File: src/pf_pkg.sv
// Package for the Playfair digraph cipher: payload structs, codes, symbol maps.
// No dependencies; used by the top level, pf_cell_step and the checker.
`timescale 1ns / 1ps

package pf_pkg;

  localparam int GRID_SIDE_DEF = 6;
  localparam int SYM_MAX_W     = 6;

  typedef logic [SYM_MAX_W-1:0] sym_t;

  typedef struct packed {
    logic [2:0] operation;
    logic [7:0] symbol_a;
    logic [7:0] symbol_b;
  } in_item_t;

  typedef struct packed {
    logic [7:0] result_a;
    logic [7:0] result_b;
    logic [1:0] status;
  } out_item_t;

  typedef struct packed {
    logic valid;
    sym_t sym;
  } sym_lookup_t;

  localparam logic [2:0] OP_CLEAR  = 3'd0;
  localparam logic [2:0] OP_KEY    = 3'd1;
  localparam logic [2:0] OP_FINISH = 3'd2;
  localparam logic [2:0] OP_ENCODE = 3'd3;
  localparam logic [2:0] OP_DECODE = 3'd4;

  localparam logic [1:0] ST_OK        = 2'd0;
  localparam logic [1:0] ST_BAD_CHAR  = 2'd1;
  localparam logic [1:0] ST_NOT_READY = 2'd2;

  localparam logic [7:0] CH_UPPER_A = 8'h41;
  localparam logic [7:0] CH_UPPER_Z = 8'h5A;
  localparam logic [7:0] CH_LOWER_A = 8'h61;
  localparam logic [7:0] CH_LOWER_Z = 8'h7A;
  localparam logic [7:0] CH_DIGIT_0 = 8'h30;
  localparam logic [7:0] CH_DIGIT_9 = 8'h39;
  localparam logic [7:0] CASE_GAP   = 8'h20;

  localparam sym_t SYM_I      = 6'd8;
  localparam sym_t SYM_J      = 6'd9;
  localparam sym_t SYM_DIGITS = 6'd26;

  // ASCII byte to symbol index; valid low for a byte outside the alphabet.
  function automatic sym_lookup_t to_symbol(input logic [7:0] b, input int unsigned grid);
    sym_lookup_t r;
    logic [7:0]  c;
    sym_t        k;
    r.valid = 1'b0;
    r.sym   = '0;
    c       = b;
    if (c >= CH_UPPER_A && c <= CH_UPPER_Z) begin
      c = c + CASE_GAP;
    end
    if (c >= CH_LOWER_A && c <= CH_LOWER_Z) begin
      k = SYM_MAX_W'(c - CH_LOWER_A);
      if (grid == 5) begin
        if (k > SYM_J) begin
          k = k - 6'd1;
        end else if (k == SYM_J) begin
          k = SYM_I;
        end
      end
      r.valid = 1'b1;
      r.sym   = k;
    end else if (grid == 6 && c >= CH_DIGIT_0 && c <= CH_DIGIT_9) begin
      r.valid = 1'b1;
      r.sym   = SYM_MAX_W'(c - CH_DIGIT_0) + SYM_DIGITS;
    end
    return r;
  endfunction

  // Symbol index to lowercase ASCII letter, or digit byte for the digit symbols.
  function automatic logic [7:0] to_ascii(input sym_t sym, input int unsigned grid);
    logic [7:0] r;
    if (grid == 5) begin
      r = CH_LOWER_A + 8'(sym) + ((sym >= SYM_J) ? 8'd1 : 8'd0);
    end else if (sym < SYM_DIGITS) begin
      r = CH_LOWER_A + 8'(sym);
    end else begin
      r = CH_DIGIT_0 + 8'(sym - SYM_DIGITS);
    end
    return r;
  endfunction

endpackage

File: src/playfair_digraph_cipher.sv
// Top level of the Playfair digraph cipher: sequencer, square bookkeeping, result register.
// Depends on pf_pkg, pf_ram and pf_cell_step.
`timescale 1ns / 1ps

// Channel   Direction  Payload      Transfer when
// in_*      input      in_item_t    in_valid && in_ready
// out_*     output     out_item_t   out_valid && out_ready
//
// Clear and a key character complete at the transfer in S_IDLE; finish steps S_WALK over every symbol,
// walking one symbol per cycle through both square stores.
// An encode or decode pair passes S_POS_B, S_CELL_A, S_CELL_B, S_FINAL: two position reads
// and two square reads, each on one RAM port with registered data, sharing one grid unit.
// Reset clears the sequencer, used flags, fill count and ready bit; the two stores
// are not cleared and their read data is only used after the square is finished.
// A pair is not accepted while the result register is full and not draining;
// a finished pair waits in its last state while the result register is still full.

module playfair_digraph_cipher #(
  parameter int GRID_SIDE = pf_pkg::GRID_SIDE_DEF
) (
  input  logic              clk,
  input  logic              rst_n,
  input  logic              in_valid,
  output logic              in_ready,
  input  pf_pkg::in_item_t  in_data,
  output logic              out_valid,
  input  logic              out_ready,
  output pf_pkg::out_item_t out_data
);

  import pf_pkg::*;

  localparam int CELLS  = GRID_SIDE * GRID_SIDE;
  localparam int CELL_W = $clog2(CELLS);
  localparam int CRD_W  = $clog2(GRID_SIDE);
  localparam int CNT_W  = $clog2(CELLS + 1);
  localparam int POS_W  = 2 * CRD_W;
  localparam int unsigned GS_U = GRID_SIDE;

  localparam logic [CNT_W-1:0]  CELLS_CNT = CNT_W'(CELLS);
  localparam logic [CELL_W-1:0] LAST_SYM  = CELL_W'(CELLS - 1);
  localparam logic [CRD_W-1:0]  LAST_CRD  = CRD_W'(GRID_SIDE - 1);

  typedef enum logic [2:0] {
    S_IDLE,
    S_WALK,
    S_POS_B,
    S_CELL_A,
    S_CELL_B,
    S_FINAL
  } state_t;

  state_t            state_r, state_nxt;
  logic [CELLS-1:0]  used_r, used_nxt;
  logic [CNT_W-1:0]  fill_cnt_r, fill_cnt_nxt;
  logic [CRD_W-1:0]  fill_row_r, fill_row_nxt;
  logic [CRD_W-1:0]  fill_col_r, fill_col_nxt;
  logic              ready_r, ready_nxt;
  logic [CELL_W-1:0] walk_r, walk_nxt;
  logic [CELL_W-1:0] sb_r, sb_nxt;
  logic              decode_r, decode_nxt;
  logic [POS_W-1:0]  pa_r, pa_nxt;
  logic [POS_W-1:0]  pb_r, pb_nxt;
  logic [CELL_W-1:0] ka_r, ka_nxt;
  logic              out_valid_r, out_valid_nxt;
  out_item_t         out_data_r, out_data_nxt;

  sym_lookup_t       look_a, look_b;
  logic              in_fire, is_pair, out_free;
  logic              place_req, place_en;
  logic [CELL_W-1:0] place_sym;

  logic              ks_we, sp_we;
  logic [CELL_W-1:0] ks_addr, ks_wdata, ks_rdata;
  logic [CELL_W-1:0] sp_addr;
  logic [POS_W-1:0]  sp_wdata, sp_rdata;

  logic [CRD_W-1:0]  own_row, own_col, oth_row, oth_col;
  logic [CELL_W-1:0] step_idx;

  // Input decode and handshake.
  always_comb begin
    look_a   = to_symbol(in_data.symbol_a, GS_U);
    look_b   = to_symbol(in_data.symbol_b, GS_U);
    is_pair  = (in_data.operation == OP_ENCODE) || (in_data.operation == OP_DECODE);
    out_free = !out_valid_r || out_ready;
    // Hold off any pair while the result register cannot take a new result:
    // an error result is written right at the transfer.
    in_ready = (state_r == S_IDLE) && (out_free || !is_pair);
    in_fire  = in_valid && in_ready;
  end

  // Placement of one symbol into the square, shared by key characters and the finish walk.
  always_comb begin
    place_sym = (state_r == S_WALK) ? walk_r : look_a.sym[CELL_W-1:0];
    place_req = (state_r == S_WALK) ||
                (in_fire && (in_data.operation == OP_KEY) && !ready_r && look_a.valid);
    place_en  = place_req && (fill_cnt_r < CELLS_CNT) && !used_r[place_sym];
  end

  // Store ports.
  always_comb begin
    ks_we    = place_en;
    ks_wdata = place_sym;
    ks_addr  = place_en ? fill_cnt_r[CELL_W-1:0] : step_idx;
    sp_we    = place_en;
    sp_wdata = {fill_row_r, fill_col_r};
    sp_addr  = (state_r == S_POS_B) ? sb_r : place_sym;
  end

  // Feed the grid unit: first letter against partner straight from the store, then swap.
  always_comb begin
    if (state_r == S_CELL_A) begin
      own_row = pa_r[POS_W-1:CRD_W];
      own_col = pa_r[CRD_W-1:0];
      oth_row = sp_rdata[POS_W-1:CRD_W];
      oth_col = sp_rdata[CRD_W-1:0];
    end else begin
      own_row = pb_r[POS_W-1:CRD_W];
      own_col = pb_r[CRD_W-1:0];
      oth_row = pa_r[POS_W-1:CRD_W];
      oth_col = pa_r[CRD_W-1:0];
    end
  end

  pf_ram #(
    .WIDTH (CELL_W),
    .DEPTH (CELLS)
  ) u_key_square (
    .clk   (clk),
    .we    (ks_we),
    .addr  (ks_addr),
    .wdata (ks_wdata),
    .rdata (ks_rdata)
  );

  pf_ram #(
    .WIDTH (POS_W),
    .DEPTH (CELLS)
  ) u_symbol_pos (
    .clk   (clk),
    .we    (sp_we),
    .addr  (sp_addr),
    .wdata (sp_wdata),
    .rdata (sp_rdata)
  );

  pf_cell_step #(
    .GRID_SIDE (GRID_SIDE),
    .CRD_W     (CRD_W),
    .CELL_W    (CELL_W)
  ) u_cell_step (
    .decode   (decode_r),
    .own_row  (own_row),
    .own_col  (own_col),
    .oth_row  (oth_row),
    .oth_col  (oth_col),
    .step_idx (step_idx)
  );

  // Sequencer and bookkeeping.
  always_comb begin
    state_nxt     = state_r;
    used_nxt      = used_r;
    fill_cnt_nxt  = fill_cnt_r;
    fill_row_nxt  = fill_row_r;
    fill_col_nxt  = fill_col_r;
    ready_nxt     = ready_r;
    walk_nxt      = walk_r;
    sb_nxt        = sb_r;
    decode_nxt    = decode_r;
    pa_nxt        = pa_r;
    pb_nxt        = pb_r;
    ka_nxt        = ka_r;
    out_valid_nxt = out_valid_r && !out_ready;
    out_data_nxt  = out_data_r;

    // Advance the fill pointer in row-major order.
    if (place_en) begin
      used_nxt[place_sym] = 1'b1;
      fill_cnt_nxt        = fill_cnt_r + CNT_W'(1);
      if (fill_col_r == LAST_CRD) begin
        fill_col_nxt = '0;
        fill_row_nxt = fill_row_r + CRD_W'(1);
      end else begin
        fill_col_nxt = fill_col_r + CRD_W'(1);
      end
    end

    unique case (state_r)
      S_IDLE: begin
        if (in_fire) begin
          priority if (in_data.operation == OP_CLEAR) begin
            used_nxt     = '0;
            fill_cnt_nxt = '0;
            fill_row_nxt = '0;
            fill_col_nxt = '0;
            ready_nxt    = 1'b0;
          end else if (in_data.operation == OP_FINISH) begin
            if (!ready_r) begin
              walk_nxt  = '0;
              state_nxt = S_WALK;
            end
          end else if (is_pair) begin
            priority if (!ready_r) begin
              out_valid_nxt = 1'b1;
              out_data_nxt  = '{result_a: 8'd0, result_b: 8'd0, status: ST_NOT_READY};
            end else if (!look_a.valid || !look_b.valid) begin
              out_valid_nxt = 1'b1;
              out_data_nxt  = '{result_a: 8'd0, result_b: 8'd0, status: ST_BAD_CHAR};
            end else begin
              // First position read is already issued this cycle.
              sb_nxt     = look_b.sym[CELL_W-1:0];
              decode_nxt = (in_data.operation == OP_DECODE);
              state_nxt  = S_POS_B;
            end
          end else begin
            // Key characters are placed above; unused codes drop.
          end
        end
      end
      S_WALK: begin
        walk_nxt = walk_r + CELL_W'(1);
        if (walk_r == LAST_SYM) begin
          ready_nxt = 1'b1;
          state_nxt = S_IDLE;
        end
      end
      S_POS_B: begin
        pa_nxt    = sp_rdata;
        state_nxt = S_CELL_A;
      end
      S_CELL_A: begin
        pb_nxt    = sp_rdata;
        state_nxt = S_CELL_B;
      end
      S_CELL_B: begin
        // First square read lands now; the second one is issued.
        ka_nxt    = ks_rdata;
        state_nxt = S_FINAL;
      end
      S_FINAL: begin
        // Second square read stays on the port until the result register frees.
        if (out_free) begin
          out_valid_nxt = 1'b1;
          out_data_nxt  = '{result_a: to_ascii(SYM_MAX_W'(ka_r), GS_U),
                            result_b: to_ascii(SYM_MAX_W'(ks_rdata), GS_U),
                            status:   ST_OK};
          state_nxt     = S_IDLE;
        end
      end
      default: begin
        state_nxt = S_IDLE;
      end
    endcase
  end

  always_ff @(posedge clk) begin
    if (!rst_n) begin
      state_r     <= S_IDLE;
      used_r      <= '0;
      fill_cnt_r  <= '0;
      fill_row_r  <= '0;
      fill_col_r  <= '0;
      ready_r     <= 1'b0;
      walk_r      <= '0;
      out_valid_r <= 1'b0;
    end else begin
      state_r     <= state_nxt;
      used_r      <= used_nxt;
      fill_cnt_r  <= fill_cnt_nxt;
      fill_row_r  <= fill_row_nxt;
      fill_col_r  <= fill_col_nxt;
      ready_r     <= ready_nxt;
      walk_r      <= walk_nxt;
      out_valid_r <= out_valid_nxt;
    end
    sb_r       <= sb_nxt;
    decode_r   <= decode_nxt;
    pa_r       <= pa_nxt;
    pb_r       <= pb_nxt;
    ka_r       <= ka_nxt;
    out_data_r <= out_data_nxt;
  end

  assign out_valid = out_valid_r;
  assign out_data  = out_data_r;

endmodule

File: src/pf_ram.sv
// Generic single-port RAM with registered read data.
// No package dependencies.
`timescale 1ns / 1ps

module pf_ram #(
  parameter int WIDTH = 6,
  parameter int DEPTH = 36
) (
  input  logic                     clk,
  input  logic                     we,
  input  logic [$clog2(DEPTH)-1:0] addr,
  input  logic [WIDTH-1:0]         wdata,
  output logic [WIDTH-1:0]         rdata
);

  logic [WIDTH-1:0] mem [DEPTH];

  always_ff @(posedge clk) begin
    if (we) begin
      mem[addr] <= wdata;
    end
    rdata <= mem[addr];
  end

endmodule

File: src/pf_cell_step.sv
// Shared grid unit: maps one letter's position and its partner's to the output cell.
// Depends on pf_pkg only for the default grid side.
`timescale 1ns / 1ps

module pf_cell_step #(
  parameter int GRID_SIDE = pf_pkg::GRID_SIDE_DEF,
  parameter int CRD_W     = $clog2(GRID_SIDE),
  parameter int CELL_W    = $clog2(GRID_SIDE * GRID_SIDE)
) (
  input  logic              decode,
  input  logic [CRD_W-1:0]  own_row,
  input  logic [CRD_W-1:0]  own_col,
  input  logic [CRD_W-1:0]  oth_row,
  input  logic [CRD_W-1:0]  oth_col,
  output logic [CELL_W-1:0] step_idx
);

  localparam logic [CRD_W-1:0]  LAST = CRD_W'(GRID_SIDE - 1);
  localparam logic [CELL_W-1:0] SIDE = CELL_W'(GRID_SIDE);

  logic [CRD_W-1:0] row_sh, col_sh, row_o, col_o;

  always_comb begin
    // Wrap one step forward on encode, one step back on decode.
    if (decode) begin
      col_sh = (own_col == '0) ? LAST : own_col - CRD_W'(1);
      row_sh = (own_row == '0) ? LAST : own_row - CRD_W'(1);
    end else begin
      col_sh = (own_col == LAST) ? '0 : own_col + CRD_W'(1);
      row_sh = (own_row == LAST) ? '0 : own_row + CRD_W'(1);
    end
    priority if (own_row == oth_row) begin
      row_o = own_row;
      col_o = col_sh;
    end else if (own_col == oth_col) begin
      row_o = row_sh;
      col_o = own_col;
    end else begin
      row_o = own_row;
      col_o = oth_col;
    end
    step_idx = CELL_W'(CELL_W'(row_o) * SIDE) + CELL_W'(col_o);
  end

endmodule

File: config.mk
export PLATFORM = sky130hd
export DESIGN_NAME = playfair_digraph_cipher
export DESIGN_NICKNAME = d
export VERILOG_FILES = /design/src/pf_pkg.sv /design/src/playfair_digraph_cipher.sv /design/src/pf_ram.sv /design/src/pf_cell_step.sv
export SDC_FILE = /design/constraint.sdc
export NUM_CORES = 1
export LEC_CHECK = 0
export BUFFER_PORTS_ARGS = -buffer_cell sky130_fd_sc_hd__clkbuf_2
export CORE_AREA = 2 2 232 234
export CTS_CLUSTER_SIZE = 30
export DETAILED_ROUTE_END_ITERATION = 7
export DIE_AREA = 0 0 234 236
export PLACE_DENSITY_LB_ADDON = 0.3
export SYNTH_ARGS = -nofsm -noshare
export SYNTH_HDL_FRONTEND = slang
export SYNTH_SLANG_ARGS = --single-unit
File: constraint.sdc
create_clock -name clk -period 6.5 [get_ports clk]
set_input_delay 0.65 -clock clk [delete_from_list [all_inputs] [get_ports clk]]
set_output_delay 0.65 -clock clk [all_outputs]
set_load 0.03 [all_outputs]
# Word level (Yosys, flattened, before mapping)
# Memories as Yosys holds them, arrays and structs flattened. A register that Yosys moved wholly into a read port is not among the register bits.
# Cells that the tools add are included.
op_classes:
  n_bitwise: 4
  reduce_logical: 38
  n_mul: 1
  order_cmp: 17
  n_eq_ne: 29
  add_sub_neg: 23
  mux: 84
op_table:
  columns: ["operator", "count"]
  rows:
  - ["$mux W36", 4]
  - ["$mux W18", 7]
  - ["$mux W3", 33]
  - ["$mux W6", 11]
  - ["$or A36 B36 Y36", 1]
  - ["$pmux W18 S2", 1]
  - ["$ge A8 B7 Y1 const B", 4]
  - ["$le A8 B7 Y1 const B", 4]
  - ["$mux W8", 4]
  - ["$mux W7", 4]
  - ["$sub A6 B6 Y6 const B", 4]
  - ["$eq A3 B3 Y1 const B", 6]
  - ["$pmux W3 S6", 1]
  - ["$add A7 B6 Y8 const A", 2]
  - ["$add A7 B7 Y8 const A", 2]
  - ["$add A8 B6 Y8 const B", 2]
  - ["$ge A8 B6 Y1 const B", 2]
  - ["$le A8 B6 Y1 const B", 2]
  - ["$logic_and A1 B1 Y1", 15]
  - ["$mux W1", 14]
  - ["$reduce_and A7 Y1", 2]
  - ["$sub A6 B5 Y7 const B", 2]
  - ["$add A3 B1 Y3 const B", 4]
  - ["$add A6 B1 Y6 const B", 2]
  - ["other kinds (28)", 63]
totals:
  output_inout_bits: 20
  elab_cells: 214
  reg_bits: 102
  n_memories: 2
  inputBits: 23
  ram_bits: 432
memory_table:
  columns: ["name", "depth", "width", "rd", "rd_ports_with_merged_regs", "wr", "line_no", "text"]
  rows:
  - ["u_key_square.mem", 36, 6, 1, 1, 1, "pf_ram.sv:16", "logic [WIDTH-1:0] mem [DEPTH];"]
  - ["u_symbol_pos.mem", 36, 6, 1, 1, 1, "pf_ram.sv:16", null]

# Longest topological paths before layout
# Gate-level depths: netlist of the first run.
depth:
  word_depth: 17
  ltp_mapped: 24
  depth_no_buf: 20

# Modules after synthesis
# Synthesis of the first run repeated with hierarchy kept, for this count alone.
hier_totals:
  cells_unflattened: 1768
  hier_area_um2: 23975.5
by_module_without_submodules:
  columns: ["mod", "instances", "area_per_inst_um2", "cells_each", "seq_area_each_um2"]
  rows:
  - ["pf_ram at u_key_square", 1, 8813.5, 514, 6606.3]
  - ["pf_ram at u_symbol_pos", 1, 8698.3, 514, 6606.3]
  - ["playfair_digraph_cipher", 1, 5915.7, 665, 2472.4]
  - ["pf_cell_step", 1, 548.0, 75, 0.0]

# Worst setup path after synthesis of the first run
# Ideal clock, no wire load.
synth_timing:
  kind: "in2reg"
  from: "input port in_data[9] in the netlist's numbering"
  to: "memory u_key_square.mem[1][0] (enable)"
  slack_ns: 0.832
  path_buffers: 4
  cell_stages: 18
  required_time_ns: 6.114
  setup_time_ns: 0.386
  t_arrival_ns: 5.282
  path_cell_list: "inv_1 ha_1 or3b_4 o22ai_1 nor2_1 xnor2_1 o211ai_1 nand3_1 o41ai_1 a31oi_1 o211a_1 buf_4 buf_12 buf_6 nand2_1 o21ai_2 clkbuf_1 nor4_1"
synth_via:
  elab_chain_len: 14
  elab_cells_between_ends: 27
  cone_classes: "add/sub (4); order compare (6); mux (9); reduce/logical (8)"
synth_rtl:
  columns: ["element", "line_no", "text"]
  rows:
  - ["start, declared", "playfair_digraph_cipher.sv:25", "input pf_pkg::in_item_t in_data,"]
  - ["$ge A8 B7 Y1 or $le A8 B7 Y1 (tied branches)", "pf_pkg.sv:59", "if (c >= CH_UPPER_A && c <= CH_UPPER_Z) begin"]
  - ["$logic_and A1 B1 Y1", "pf_pkg.sv:59", null]
  - ["$mux W8 (*)", "pf_pkg.sv:59", null]
  - ["$sub A6 B6 Y6 (tied with other cells)", "pf_pkg.sv:75", "r.sym = SYM_MAX_W'(c - CH_DIGIT_0) + SYM_DIGITS;"]
  - ["$add A6 B5 Y6 or $logic_and A1 B1 Y1 (tied branches)", "pf_pkg.sv:75, pf_pkg.sv:73", null]
  - ["$mux W7", "pf_pkg.sv:73", "end else if (grid == 6 && c >= CH_DIGIT_0 && c <= CH_DIGIT_9) begin"]
  - ["$mux W7 (*)", "pf_pkg.sv:62", "if (c >= CH_LOWER_A && c <= CH_LOWER_Z) begin"]
  - ["$mux W6 (*)", "playfair_digraph_cipher.sv:95", "place_sym = (state_r == S_WALK) ? walk_r : look_a.sym[CELL_W-1:0];"]
  - ["named net ks_wdata[5]", "playfair_digraph_cipher.sv:74", "logic [CELL_W-1:0] ks_addr, ks_wdata, ks_rdata;"]
  - ["$bmux W1 S6 (*)", "playfair_digraph_cipher.sv:98", "place_en = place_req && (fill_cnt_r < CELLS_CNT) && !used_r[place_sym];"]
  - ["$mux W1 (not written as such) (*)", "playfair_digraph_cipher.sv:98", null]
  - ["$logic_not A1 Y1 (*)", "playfair_digraph_cipher.sv:98", null]
  - ["$logic_and A1 B1 Y1 (*)", "playfair_digraph_cipher.sv:98", null]
  - ["$mux W1", "pf_ram.sv:19", "if (we) begin"]
  - ["$mux W1 (not written as such)", "pf_ram.sv:20", "mem[addr] <= wdata;"]
  - ["end, declared", "pf_ram.sv:16", null]
# Mark *: on every way through the listed nets, which the timed path passes. The rest lies on a longest branch. The select of a mux whose other input is x is not followed.

# Worst setup path after layout of the first run
layout_timing:
  from: "register state_r[2]"
  to: "memory u_key_square.mem[29][4] (enable)"
layout_via:
  elab_chain_len: 11
  elab_cells_between_ends: 44
  cone_classes: "add/sub (5); mul (1); eq/ne (6); mux (20); reduce/logical (12)"
layout_rtl:
  columns: ["element", "line_no", "text"]
  rows:
  - ["start, declared", "playfair_digraph_cipher.sv:53", "state_t state_r, state_nxt;"]
  - ["start signal, assigned", "playfair_digraph_cipher.sv:269", "state_r <= state_nxt;"]
  - ["parallel branches: the longest is 11 deep, another holds $add A6 B3 Y6", null, null]
# Parallel ways; which one is timed is not known. The select of a mux whose other input is x is not followed.

==> results of run 1 <==
critical path: stages (launching register included):
cell,delay [ps]
dfxtp_1,300
nand3b_1,180
inv_2,300
buf_4,240
mux2i_1,230
xnor2_1,80
nor3_1,270
nand2b_1,210
nor2b_1,180
or3_1,480
ha_1,360
fa_1,690
nor3b_1,460
mux2_2,640
nor2b_1,610
through the flow:
step | area (µm²) | util, % | std cells | worst slack, ps
after CTS | 26500 | 49.9 | 2572 | 880
final | 26500 | 49.9 | 2572 | 895
after global routing | 26500 | 49.9 | 2572 | 586
after floorplan | 23400 | - | 1759 | 832
after global placement | 24600 | 46.4 | 2468 | 753
after detailed placement | 24600 | 46.4 | 2468 | 614
routing by layer:
metal	GRT usage [%]	vias to the layer above	routed length, µm
li1	-	6924	-
met1	28.3	7575	24600
met2	34.0	562	27900
met3	3.81	105	3730
met4	6.81	0	1660
met5	0	-	0
flip-flops by register name, indices dropped and copies added, names as in the netlist:
name / count
u_key_square.rdata: 6
sb_r: 6
ka_r: 6
used_r: 36
out_data: 18
fill_row_r: 3
u_symbol_pos.mem: 216
pb_r: 6
state_r: 3
decode_r: 1
out_valid: 1
fill_col_r: 3
fill_cnt_r: 6
u_key_square.mem: 216
ready_r: 1
u_symbol_pos.rdata: 6
pa_r: 6
walk_r: 6
worst max path at each step:
stage / endpoint / slack (ps) / cells past startpoint / from
floorplan: u_key_square.mem[1][0]$_DFFE_PP_ / 830 / 18 / in_data[9]
global placement: u_key_square.rdata[4]$_DFF_P_ / 750 / 18 / in_data[9]
detailed placement: u_key_square.mem[3][1]$_DFFE_PP_ / 610 / 16 / in_data[9]
CTS: u_key_square.mem[29][4]$_DFFE_PP_ / 880 / 14 / state_r[2]$_SDFFE_PN0P_
global route: u_key_square.mem[29][4]$_DFFE_PP_ / 590 / 14 / state_r[2]$_SDFFE_PN0P_
finish: u_key_square.mem[29][4]$_DFFE_PP_ / 890 / 14 / state_r[2]$_SDFFE_PN0P_
logic make-up (layout without fill, tap and decap cells):
logic type,Yosys count,after routing,synth area share [%]
AOI/OAI and AO/OA,422,422,13.0
xor gates and xnor gates,45,45,1.68
adders and majority gates,35,35,1.93
buffers and inverters,125,242,2.44
DFF,546,546,66.9
muxes,74,74,3.57
and+or+nand+nor,512,512,10.5
power groups by stage:
stage / sequential, µW / clock, µW / combinational (µW)
6_report: 3810 / 3280 / 293
3_3_place_gp: 3880 / 0 / 286
5_1_grt: 3810 / 3470 / 318
3_5_place_dp: 3880 / 0 / 290
2_1_floorplan: 3890 / 0 / 177
4_1_cts: 3810 / 3330 / 290
layout make-up:
cell class              count  share of cell area [%]
flip-flops and latches    546                    59.2
well taps                 696                    3.29
multi-input cells        1088                    27.3
clock inverters            26                    1.35
clock buffers              78                    5.82
repair buffers            104                    2.55
inverters                  34                   0.482
cells in the final DEF, fill, tap and decap left out, types with 25 or more instances in the layout:
cell	netlist	final
nor2b_1	25	25
mux2i_1	60	57
buf_4	3	62
nand3_1	39	39
a22oi_1	174	174
nor3_1	38	30
ha_1	33	33
dfxtp_1	71	71
nand2_1	134	134
o21ai_0	38	38
clkbuf_2	0	42
nor2_1	157	157
a21oi_1	56	56
inv_1	30	30
edfxtp_1	475	475
clkbuf_16	0	55
==> results by group, run 1 <==
Outcome
  • Outcome: finished clean

Logic synthesis
  • Syn_area_per_cell: roughly 13 µm²
  • Flops & latches, synth: approximately 550
  • Synthesized cell area: about 0.023 mm²
  • Post-synthesis async set-or-reset flop share: 0%
  • Most common cell in the netlist: edfxtp_1
  • Gate Count Post-Synth: approximately 1800
  • Synth unique cells: 81
  • Post-synth top area share: approximately three fifths
  • Seq/Total Area, Yosys: roughly two thirds
  • Area contributors post-synth: edfxtp_1, dfxtp_1, a22oi_1, mux2i_1, nor2_1
  • Post-synth top flop: edfxtp_1
  • Syn Nets: about 1800
  • Post-synth EDFFs: 475
  • Top post-synthesis cells by count: edfxtp_1, a22oi_1, nor2_1, nand2_1, dfxtp_1
  • Cell taking the most area after synthesis: edfxtp_1
  • Synth warn: 0

Critical path
  • R2R depth: 14
  • FF-to-FF End: u_key_square.mem[29][4]$_DFFE_PP_
  • Required @ worst endpoint: roughly 6700 ps
  • Type of the worst setup path: flip-flop to flip-flop
  • Crit path capture type: flip-flop
  • RR Startpoint: state_r[2]$_SDFFE_PN0P_
  • R2R setup slack: approximately 890 ps
  • Crit Path Max Fanout: 23
  • Startpoint Class: flip-flop
  • Arr. time, crit path: approximately 5800 ps

Power and ir drop
  • P per Cell Area: roughly 280 mW/mm²
  • Switching Power: about 1600 µW
  • Clk pwr share: 44.5%
  • Tot Pwr: approximately 7400 µW
  • Power share of the sequential group: between 50 and 60%
  • Cell leakage power: about 0.0088 µW
  • Switching share of total power: 21.1%
  • Int Power: roughly 5800 µW
  • Comb power frac: ~4.0%
  • VDD IR max: roughly 210 µV

Detailed routing
  • Vias: approximately 15000
  • Drt via density: about 6
  • Routed wire length: ~58 mm
  • Antenna-violating nets left: 0
  • DRC Markers: 0
  • Initial detailed-routing violation count: 1425
  • Number of iterations in the first detailed-routing pass: 5
  • Routed WL per cell: about 22 µm

STA
  • Worst-Margin Slew: 1160 ps
  • Setup violations, final: 0
  • Fin Hold WS: approximately 360 ps
  • Layout Skew: about 29 ps
  • Final Cycle Share: between 80% and 90%
  • Max Fclk: roughly 0.18 GHz
  • Hold Vio Cnt, Final: 0
  • Setup TNS: 0 ps
  • Minimum clock period after layout: 5610 ps
  • Max-slew violations: 0
  • RSZ-0062 raised after global routing: false
  • Slew headroom: 22.2%

Place
  • RePlAce Congestion: between 0.8 and 0.9
  • HPWL after DPL: a little under 40 mm
  • Port bufs: 42

Clock tree
  • Post-CTS Hold Buffers: 0
  • CTS sink cnt: 546
  • Num CTS Buffers: 55
  • Resized Gates After CTS: 0
  • Htree depth: 2
  • Post-CTS setup repair buffer count: 0
  • Clk slew on worst S/H paths: ~60 ps
  • Clock tree root driver cell: clkbuf_16
  • Clk_lat worst skew: about 620 ps
  • CTS tree: built
  • Clock buffer depth: 3

Hold path
  • Hold Crit Depth: 3
  • Worst Hold End: state_r[1]$_SDFFE_PN0P_
  • HP Class: input pin to flip-flop
  • Worst Hold Launch: rst_n

Final layout
  • Storage cell area: 0.0157 mm²
  • Share of layout cells above drive strength 1: between 10% and 20%
  • Antenna Cells: 0
  • Area growth syn-to-layout: 13.1%
  • Fill cell count: ~4500
  • Final #Nets: between 1500 and 2000
  • Multi-input gate area: 0.00724 mm²

Floorplan
  • Starting Density: 44.1%
  • Die Span X: 234 µm
  • # IOs: 43
  • Total core area: between 0.05 and 0.06 mm²
  • Chip height: between 200 and 250 µm
  • Cell row count: 85
  • Die footprint: between 0.05 and 0.06 mm²

GRT
  • Total grt overflow: 0
  • Largest net degree at the start of global routing: between 40 and 50
  • First-pass GRT wire length: 88.3 mm
  • Initial antenna violation count: 0
  • Vias in the first global route: 14900
  • Total GRT Usage: 20.9%

Run
  • Max Cap Violations: 0
No activity file was read; power rests on OpenSTA's default activity.
==> inputs of run 2 (changes only) <==
Settings changed: ABC_AREA set to 1, CORE_AREA 2 2 232 234 to 2 2 235 237, DIE_AREA 0 0 234 236 to 0 0 237 239.
==> results by group, run 2 <==
Clock tree
  • Num CTS Buffers: 56 (was 55)
  • Clk_lat worst skew: 610 ps (was 620 ps)
  • Clock buffer depth: 3 (unchanged)
  • Clock tree root driver cell: clkbuf_16 (unchanged)
  • CTS sink cnt: 546 (unchanged)
  • Resized Gates After CTS: 0 (unchanged)
  • Post-CTS Hold Buffers: 0 (unchanged)
  • Htree depth: 2 (unchanged)
  • CTS tree: built (unchanged)
  • Clk slew on worst S/H paths: 60 ps (about the same)
  • Post-CTS setup repair buffer count: 0 (unchanged)

Hold path
  • Worst Hold End: state_r[0]$_SDFFE_PN0P_ (was state_r[1]$_SDFFE_PN0P_)
  • Hold Crit Depth: 3 (unchanged)
  • HP Class: input pin to flip-flop (unchanged)
  • Worst Hold Launch: rst_n (unchanged)

STA
  • Hold Vio Cnt, Final: 0 (unchanged)
  • Layout Skew: 17.6 ps (was 28.6 ps)
  • Setup violations, final: 0 (unchanged)
  • Minimum clock period after layout: 5540 ps (was 5610 ps)
  • Setup TNS: 0 ps (unchanged)
  • Max-slew violations: 0 (unchanged)
  • Slew headroom: 12.8% (was 22.2%)
  • Fin Hold WS: 345 ps (was 357 ps)
  • Final Cycle Share: 85.2% (was 86.2%)
  • Worst-Margin Slew: 1300 ps (was 1160 ps)
  • RSZ-0062 raised after global routing: false (unchanged)
  • Max Fclk: 0.181 GHz (was 0.178 GHz)

Power and ir drop
  • Int Power: 6260 µW (was 5830 µW)
  • Clk pwr share: 34.8% (was 44.5%)
  • VDD IR max: 240 µV (was 214 µV)
  • Comb power frac: 20.9% (was 4.0%)
  • P per Cell Area: 340 mW/mm² (was 279 mW/mm²)
  • Power share of the sequential group: 44.3% (was 51.6%)
  • Cell leakage power: 0.0104 µW (was 0.00878 µW)
  • Switching share of total power: 31.1% (was 21.1%)
  • Switching Power: 2830 µW (was 1560 µW)

Detailed routing
  • Vias: 16800 (was 15200)
  • Antenna-violating nets left: 0 (unchanged)
  • DRC Markers: 0 (unchanged)
  • Routed wire length: 58.3 mm (was 57.9 mm)
  • Routed WL per cell: 18.7 µm (was 22.5 µm)
  • Drt via density: 5.38 (was 5.90)
  • Number of iterations in the first detailed-routing pass: 7 (was 5)
  • Initial detailed-routing violation count: 1577 (was 1425)

GRT
  • Total GRT Usage: 20.6% (was 20.9%)
  • Largest net degree at the start of global routing: 117 (was 49)
  • Vias in the first global route: 16200 (was 14900)
  • Total grt overflow: 0 (unchanged)
  • First-pass GRT wire length: 91.1 mm (was 88.3 mm)
  • Initial antenna violation count: 0 (unchanged)

Final layout
  • Fill cell count: 4855 (was 4457)
  • Layout Cells excl Fill: 3115 (was 2572)
  • Most frequent cells in the layout: nand2_1, edfxtp_1, nor2_1 (was edfxtp_1, a22oi_1, nor2_1)
  • Design Area, Final: 0.0267 mm² (was 0.0265 mm²)
  • Antenna Cells: 0 (unchanged)
  • Share of layout cells above drive strength 1: 9.42% (was 13.2%)
  • Regs by FF count: u_key_square.mem (216), u_symbol_pos.mem (216), used_r (36) (unchanged)
  • Util after Layout: 49.2% (was 49.9%)
  • Commonest non-fill, non-tap cell in the layout: nand2_1 (was edfxtp_1)
  • Area growth syn-to-layout: 11.3% (was 13.1%)
  • Final #Nets: 2423 (was 1887)

Logic synthesis
  • Area contributors post-synth: edfxtp_1, nand2_1, dfxtp_1, nor2_1, nand3_1 (was edfxtp_1, dfxtp_1, a22oi_1, mux2i_1, nor2_1)
  • Post-synth top flop: edfxtp_1 (unchanged)
  • Top post-synthesis cells by count: nand2_1, edfxtp_1, nor2_1, inv_1, nand3_1 (was edfxtp_1, a22oi_1, nor2_1, nand2_1, dfxtp_1)
  • Post-synthesis async set-or-reset flop share: 0% (unchanged)
  • Syn_area_per_cell: 10.4 µm² (was 13.3 µm²)
  • Seq/Total Area, Yosys: 65.3% (was 66.9%)
  • Gate Count Post-Synth: 2318 (was 1759)
  • Post-synth top area share: 59.4% (was 60.9%)
  • Synthesized cell area: 0.0240 mm² (was 0.0234 mm²)
  • Most common cell in the netlist: nand2_1 (was edfxtp_1)
  • Synth unique cells: 53 (was 81)
  • Syn Nets: 2376 (was 1817)
  • Synth warn: 0 (unchanged)
  • Post-synth EDFFs: 475 (unchanged)
  • Flops & latches, synth: 546 (unchanged)
  • Cell taking the most area after synthesis: edfxtp_1 (unchanged)

Floorplan
  • Starting Density: 44.2% (was 44.1%)
  • # IOs: 43 (unchanged)
  • Die Span X: 237 µm (was 234 µm)
  • Total core area: 0.0543 mm² (was 0.0531 mm²)
  • Cell row count: 86 (was 85)
  • Chip height: 239 µm (was 236 µm)
  • Die footprint: 0.0566 mm² (was 0.0552 mm²)

Critical path
  • R2R setup slack: 960 ps (was 890 ps)
  • RR Startpoint: state_r[2]$_SDFFE_PN0P_ (unchanged)
  • Type of the worst setup path: flip-flop to flip-flop (unchanged)
  • Required @ worst endpoint: 6740 ps (about the same)
  • Startpoint Class: flip-flop (unchanged)
  • Crit path capture type: flip-flop (unchanged)
  • Crit path from: state_r[2]$_SDFFE_PN0P_ (unchanged)
  • Arr. time, crit path: 5780 ps (was 5840 ps)
  • FF-to-FF End: u_key_square.mem[16][3]$_DFFE_PP_ (was u_key_square.mem[29][4]$_DFFE_PP_)
  • Crit Path Max Fanout: 22 (was 23)
  • R2R depth: 17 (was 14)

Place
  • RePlAce Congestion: 0.902 (was 0.881)
  • Placed Instance Area: 0.0249 mm² (was 0.0246 mm²)
  • HPWL after DPL: 37.4 mm (was 39.0 mm)
  • Dpl cells: 3011 (was 2468)
  • Port bufs: 42 (unchanged)

Run
  • Max Cap Violations: 0 (unchanged)

Outcome
  • Outcome: finished clean (unchanged)
## run 2: layer usage
layer | track usage [%] | part of all wire [%]
met2 | 34.9 | 48
met3 | 2.84 | 5.6
met1 | 27.7 | 44
met5 | 0 | 0
met4 | 5.89 | 2.4
## run 2: stage by stage
stage | setup WS, ps | power [µW]
after CTS | 977 | 9130
after detailed placement | 803 | 5990
after floorplan | 1850 | 5390
final | 963 | 9090
after global routing | 435 | 9490
after global placement | 981 | 5970
## run 2: area by class of cell
class / instances / area, µm² / share of cell area (%)
Timing Repair Buffer: 74 / 463 / 1.73
Tap cell: 704 / 881 / 3.29
Inverter: 149 / 559 / 2.09
Clock inverter: 31 / 251 / 0.940
Sequential cell: 546 / 15700 / 58.7
Multi-Input combinational cell: 1538 / 7340 / 27.5
Clock buffer: 73 / 1560 / 5.82
## run 2: worst max-delay path by stage
stage,to,slack [ps],cells past startpoint
after detailed placement,u_key_square.mem[16][5]$_DFFE_PP_,800,22
after global placement,u_key_square.mem[16][0]$_DFFE_PP_,980,22
after floorplan,u_key_square.mem[28][0]$_DFFE_PP_,1850,20
final,u_key_square.mem[16][3]$_DFFE_PP_,960,17
after global routing,u_key_square.mem[7][1]$_DFFE_PP_,430,22
after CTS,u_key_square.mem[16][3]$_DFFE_PP_,980,17
## run 2: worst max-delay path, cell delays in order, from the launching register on
cell	delay (ps)
dfxtp_1	440
inv_2	80
nand3_2	280
inv_2	190
or2_2	300
o21ai_1	140
inv_1	100
nand3_1	100
nand4_2	190
and3_1	250
o21ai_0	500
ha_1	370
fa_1	540
nand2_1	110
o21ai_2	70
inv_1	530
nand3_1	390
nor2_1	570
## run 2: cells by family after synthesis
| kind of cell | Yosys count | synth area share (%) |
|---|---|---|
| muxes | 3 | 0.125 |
| AOI/OAI and AO/OA | 274 | 6.91 |
| DFF | 546 | 65.3 |
| buffers and inverters | 234 | 4.24 |
| xor gates and xnor gates | 20 | 0.729 |
| and+or+nand+nor | 1206 | 20.8 |
| adders and majority gates | 35 | 1.89 |
## run 2: power groups by stage
stage,clock (µW),combinational (µW),sequential (µW)
finish,3160,1900,4030
detailed placement,0,1880,4100
floorplan,0,1290,4090
global route,3350,2110,4030
global placement,0,1860,4100
CTS,3210,1890,4030
==> inputs of run 3 (changes only) <==
==> constraint.sdc (replaced) <==
create_clock -name clk -period 6.5 [get_ports clk]
set_input_delay 0.325 -clock clk [delete_from_list [all_inputs] [get_ports clk]]
set_output_delay 0.325 -clock clk [all_outputs]
set_load 0.03 [all_outputs]
==> results by group, run 3 (same netlist as run 2, synthesis figures left out) <==
Clock tree
  • Clk_lat worst skew: 620 ps (was 610 ps)
  • Resized Gates After CTS: 0 (unchanged)
  • Clock buffer depth: 3 (unchanged)
  • Num CTS Buffers: 56 (unchanged)
  • Clock tree root driver cell: clkbuf_16 (unchanged)
  • Clk slew on worst S/H paths: 60 ps (about the same)
  • Post-CTS setup repair buffer count: 0 (unchanged)
  • Htree depth: 2 (unchanged)
  • CTS sink cnt: 546 (unchanged)
  • Post-CTS Hold Buffers: 2 (was 0)
  • CTS tree: built (unchanged)

STA
  • Final Cycle Share: 84.8% (was 85.2%)
  • Minimum clock period after layout: 5510 ps (was 5540 ps)
  • Setup TNS: 0 ps (unchanged)
  • RSZ-0062 raised after global routing: false (unchanged)
  • Slew headroom: 27.6% (was 12.8%)
  • Max Fclk: 0.181 GHz (about the same)
  • Max-slew violations: 0 (unchanged)
  • Hold Vio Cnt, Final: 0 (unchanged)
  • Worst-Margin Slew: 1090 ps (was 1300 ps)
  • Setup violations, final: 0 (unchanged)
  • Layout Skew: 24.1 ps (was 17.6 ps)

Final layout
  • Commonest non-fill, non-tap cell in the layout: nand2_1 (unchanged)
  • Area growth syn-to-layout: 11.9% (was 11.3%)
  • Most frequent cells in the layout: nand2_1, edfxtp_1, nor2_1 (unchanged)
  • Antenna Cells: 0 (unchanged)
  • Fill cell count: 4798 (was 4855)
  • Design Area, Final: 0.0269 mm² (was 0.0267 mm²)
  • Regs by FF count: u_key_square.mem (216), u_symbol_pos.mem (216), used_r (36) (unchanged)
  • Final #Nets: 2424 (was 2423)
  • Share of layout cells above drive strength 1: 9.40% (was 9.42%)

Critical path
  • Arr. time, crit path: 5760 ps (was 5780 ps)
  • R2R setup slack: 990 ps (was 960 ps)
  • Startpoint Class: flip-flop (unchanged)
  • Crit Path Max Fanout: 16 (was 22)
  • Required @ worst endpoint: 6740 ps (about the same)
  • Crit path capture type: flip-flop (unchanged)
  • Type of the worst setup path: flip-flop to flip-flop (unchanged)

Floorplan
  • Die Span X: 237 µm (unchanged)
  • Die footprint: 0.0566 mm² (unchanged)
  • Starting Density: 44.2% (unchanged)
  • Total core area: 0.0543 mm² (unchanged)
  • Cell row count: 86 (unchanged)
  • Chip height: 239 µm (unchanged)
  • # IOs: 43 (unchanged)

Detailed routing
  • Routed wire length: 58.8 mm (was 58.3 mm)
  • Initial detailed-routing violation count: 1593 (was 1577)
  • Vias: 16800 (about the same)
  • DRC Markers: 0 (unchanged)
  • Routed WL per cell: 18.8 µm (was 18.7 µm)
  • Drt via density: 5.38 (about the same)
  • Antenna-violating nets left: 0 (unchanged)
  • Number of iterations in the first detailed-routing pass: 6 (was 7)

Power and ir drop
  • P per Cell Area: 346 mW/mm² (was 340 mW/mm²)
  • VDD IR max: 264 µV (was 240 µV)
  • Cell leakage power: 0.0105 µW (was 0.0104 µW)

Place
  • RePlAce Congestion: 0.879 (was 0.902)
  • Placed Instance Area: 0.0249 mm² (about the same)
  • Port bufs: 42 (unchanged)
  • HPWL after DPL: 37.4 mm (about the same)

GRT
  • Initial antenna violation count: 0 (unchanged)
  • Vias in the first global route: 16200 (about the same)
  • First-pass GRT wire length: 91.3 mm (was 91.1 mm)
  • Total grt overflow: 0 (unchanged)
  • Largest net degree at the start of global routing: 59 (was 117)
  • Total GRT Usage: 20.7% (was 20.6%)

Hold path
  • HP Class: input pin to flip-flop (unchanged)

Outcome
  • Outcome: finished clean (unchanged)

Run
  • Max Cap Violations: 0 (unchanged)
-- run 3: report_power, final --
part / internal [µW] / switching, µW / leakage, µW
Sequential: 3960 / 80.7 / 0.00496
Clock: 1990 / 1390 / 0.000940
Combinational: 486 / 1390 / 0.00457
-- run 3: critical path, stage by stage (launching register included) --
cell     delay [ps]
dfxtp_1         440
inv_2            70
nand3_2         260
inv_2           180
or2_2           310
o21ai_1         130
inv_1           100
nand3_1          90
nand4_2         190
and3_1          260
o21ai_0         480
ha_1            370
ha_1            280
nand2_1          60
inv_1            40
o21ai_0         170
xor2_1          180
nand2_1          60
o21ai_1         160
nand2_1         140
nor2_2          230
inv_2           160
nor3_1          770
-- run 3: final timing paths --
check	startpoint	endpoint	depth (start not counted)
worst max-delay path	state_r[2]$_SDFFE_PN0P_	u_key_square.mem[10][1]$_DFFE_PP_	22
worst min-delay path	in_data[18]	decode_r$_DFFE_PP_	3
worst max register to register	state_r[2]$_SDFFE_PN0P_	u_key_square.mem[10][1]$_DFFE_PP_	22
worst min register to register	used_r[19]$_SDFF_PN0_	used_r[19]$_SDFF_PN0_	2
-- run 3: cell type report --
type	instances	area, µm²	area share (%)
multi-input combinational	1538	7340	27.3
timing repair buffer	75	463	1.72
clock inverter	38	475	1.77
tap	704	881	3.28
inverter	149	559	2.08
sequential	546	15700	58.3
clock buffer	68	1480	5.49
-- run 3: layer usage --
metal  GRT usage [%]  vias to the layer above  part of all wire [%]
met3            2.63                      100                   6.1
met2            35.2                      545                    48
met4            6.18                        0                   2.4
met5               0                        -                     0
li1                -                     8051                     -
met1            27.8                     8092                    43
-- run 3: stage by stage --
stage                     cells  hold slack [ps]  power (µW)  worst slack (ps)  util (%)
after global placement     3010              455        5960              1020      45.8
after CTS                  3118             76.4        9350               969      49.5
after floorplan            2318              420        5390              2020         -
after detailed placement   3010              460        5970               906      45.8
final                      3118             99.8        9300               986      49.5
after global routing       3118              105        9700               339      49.5
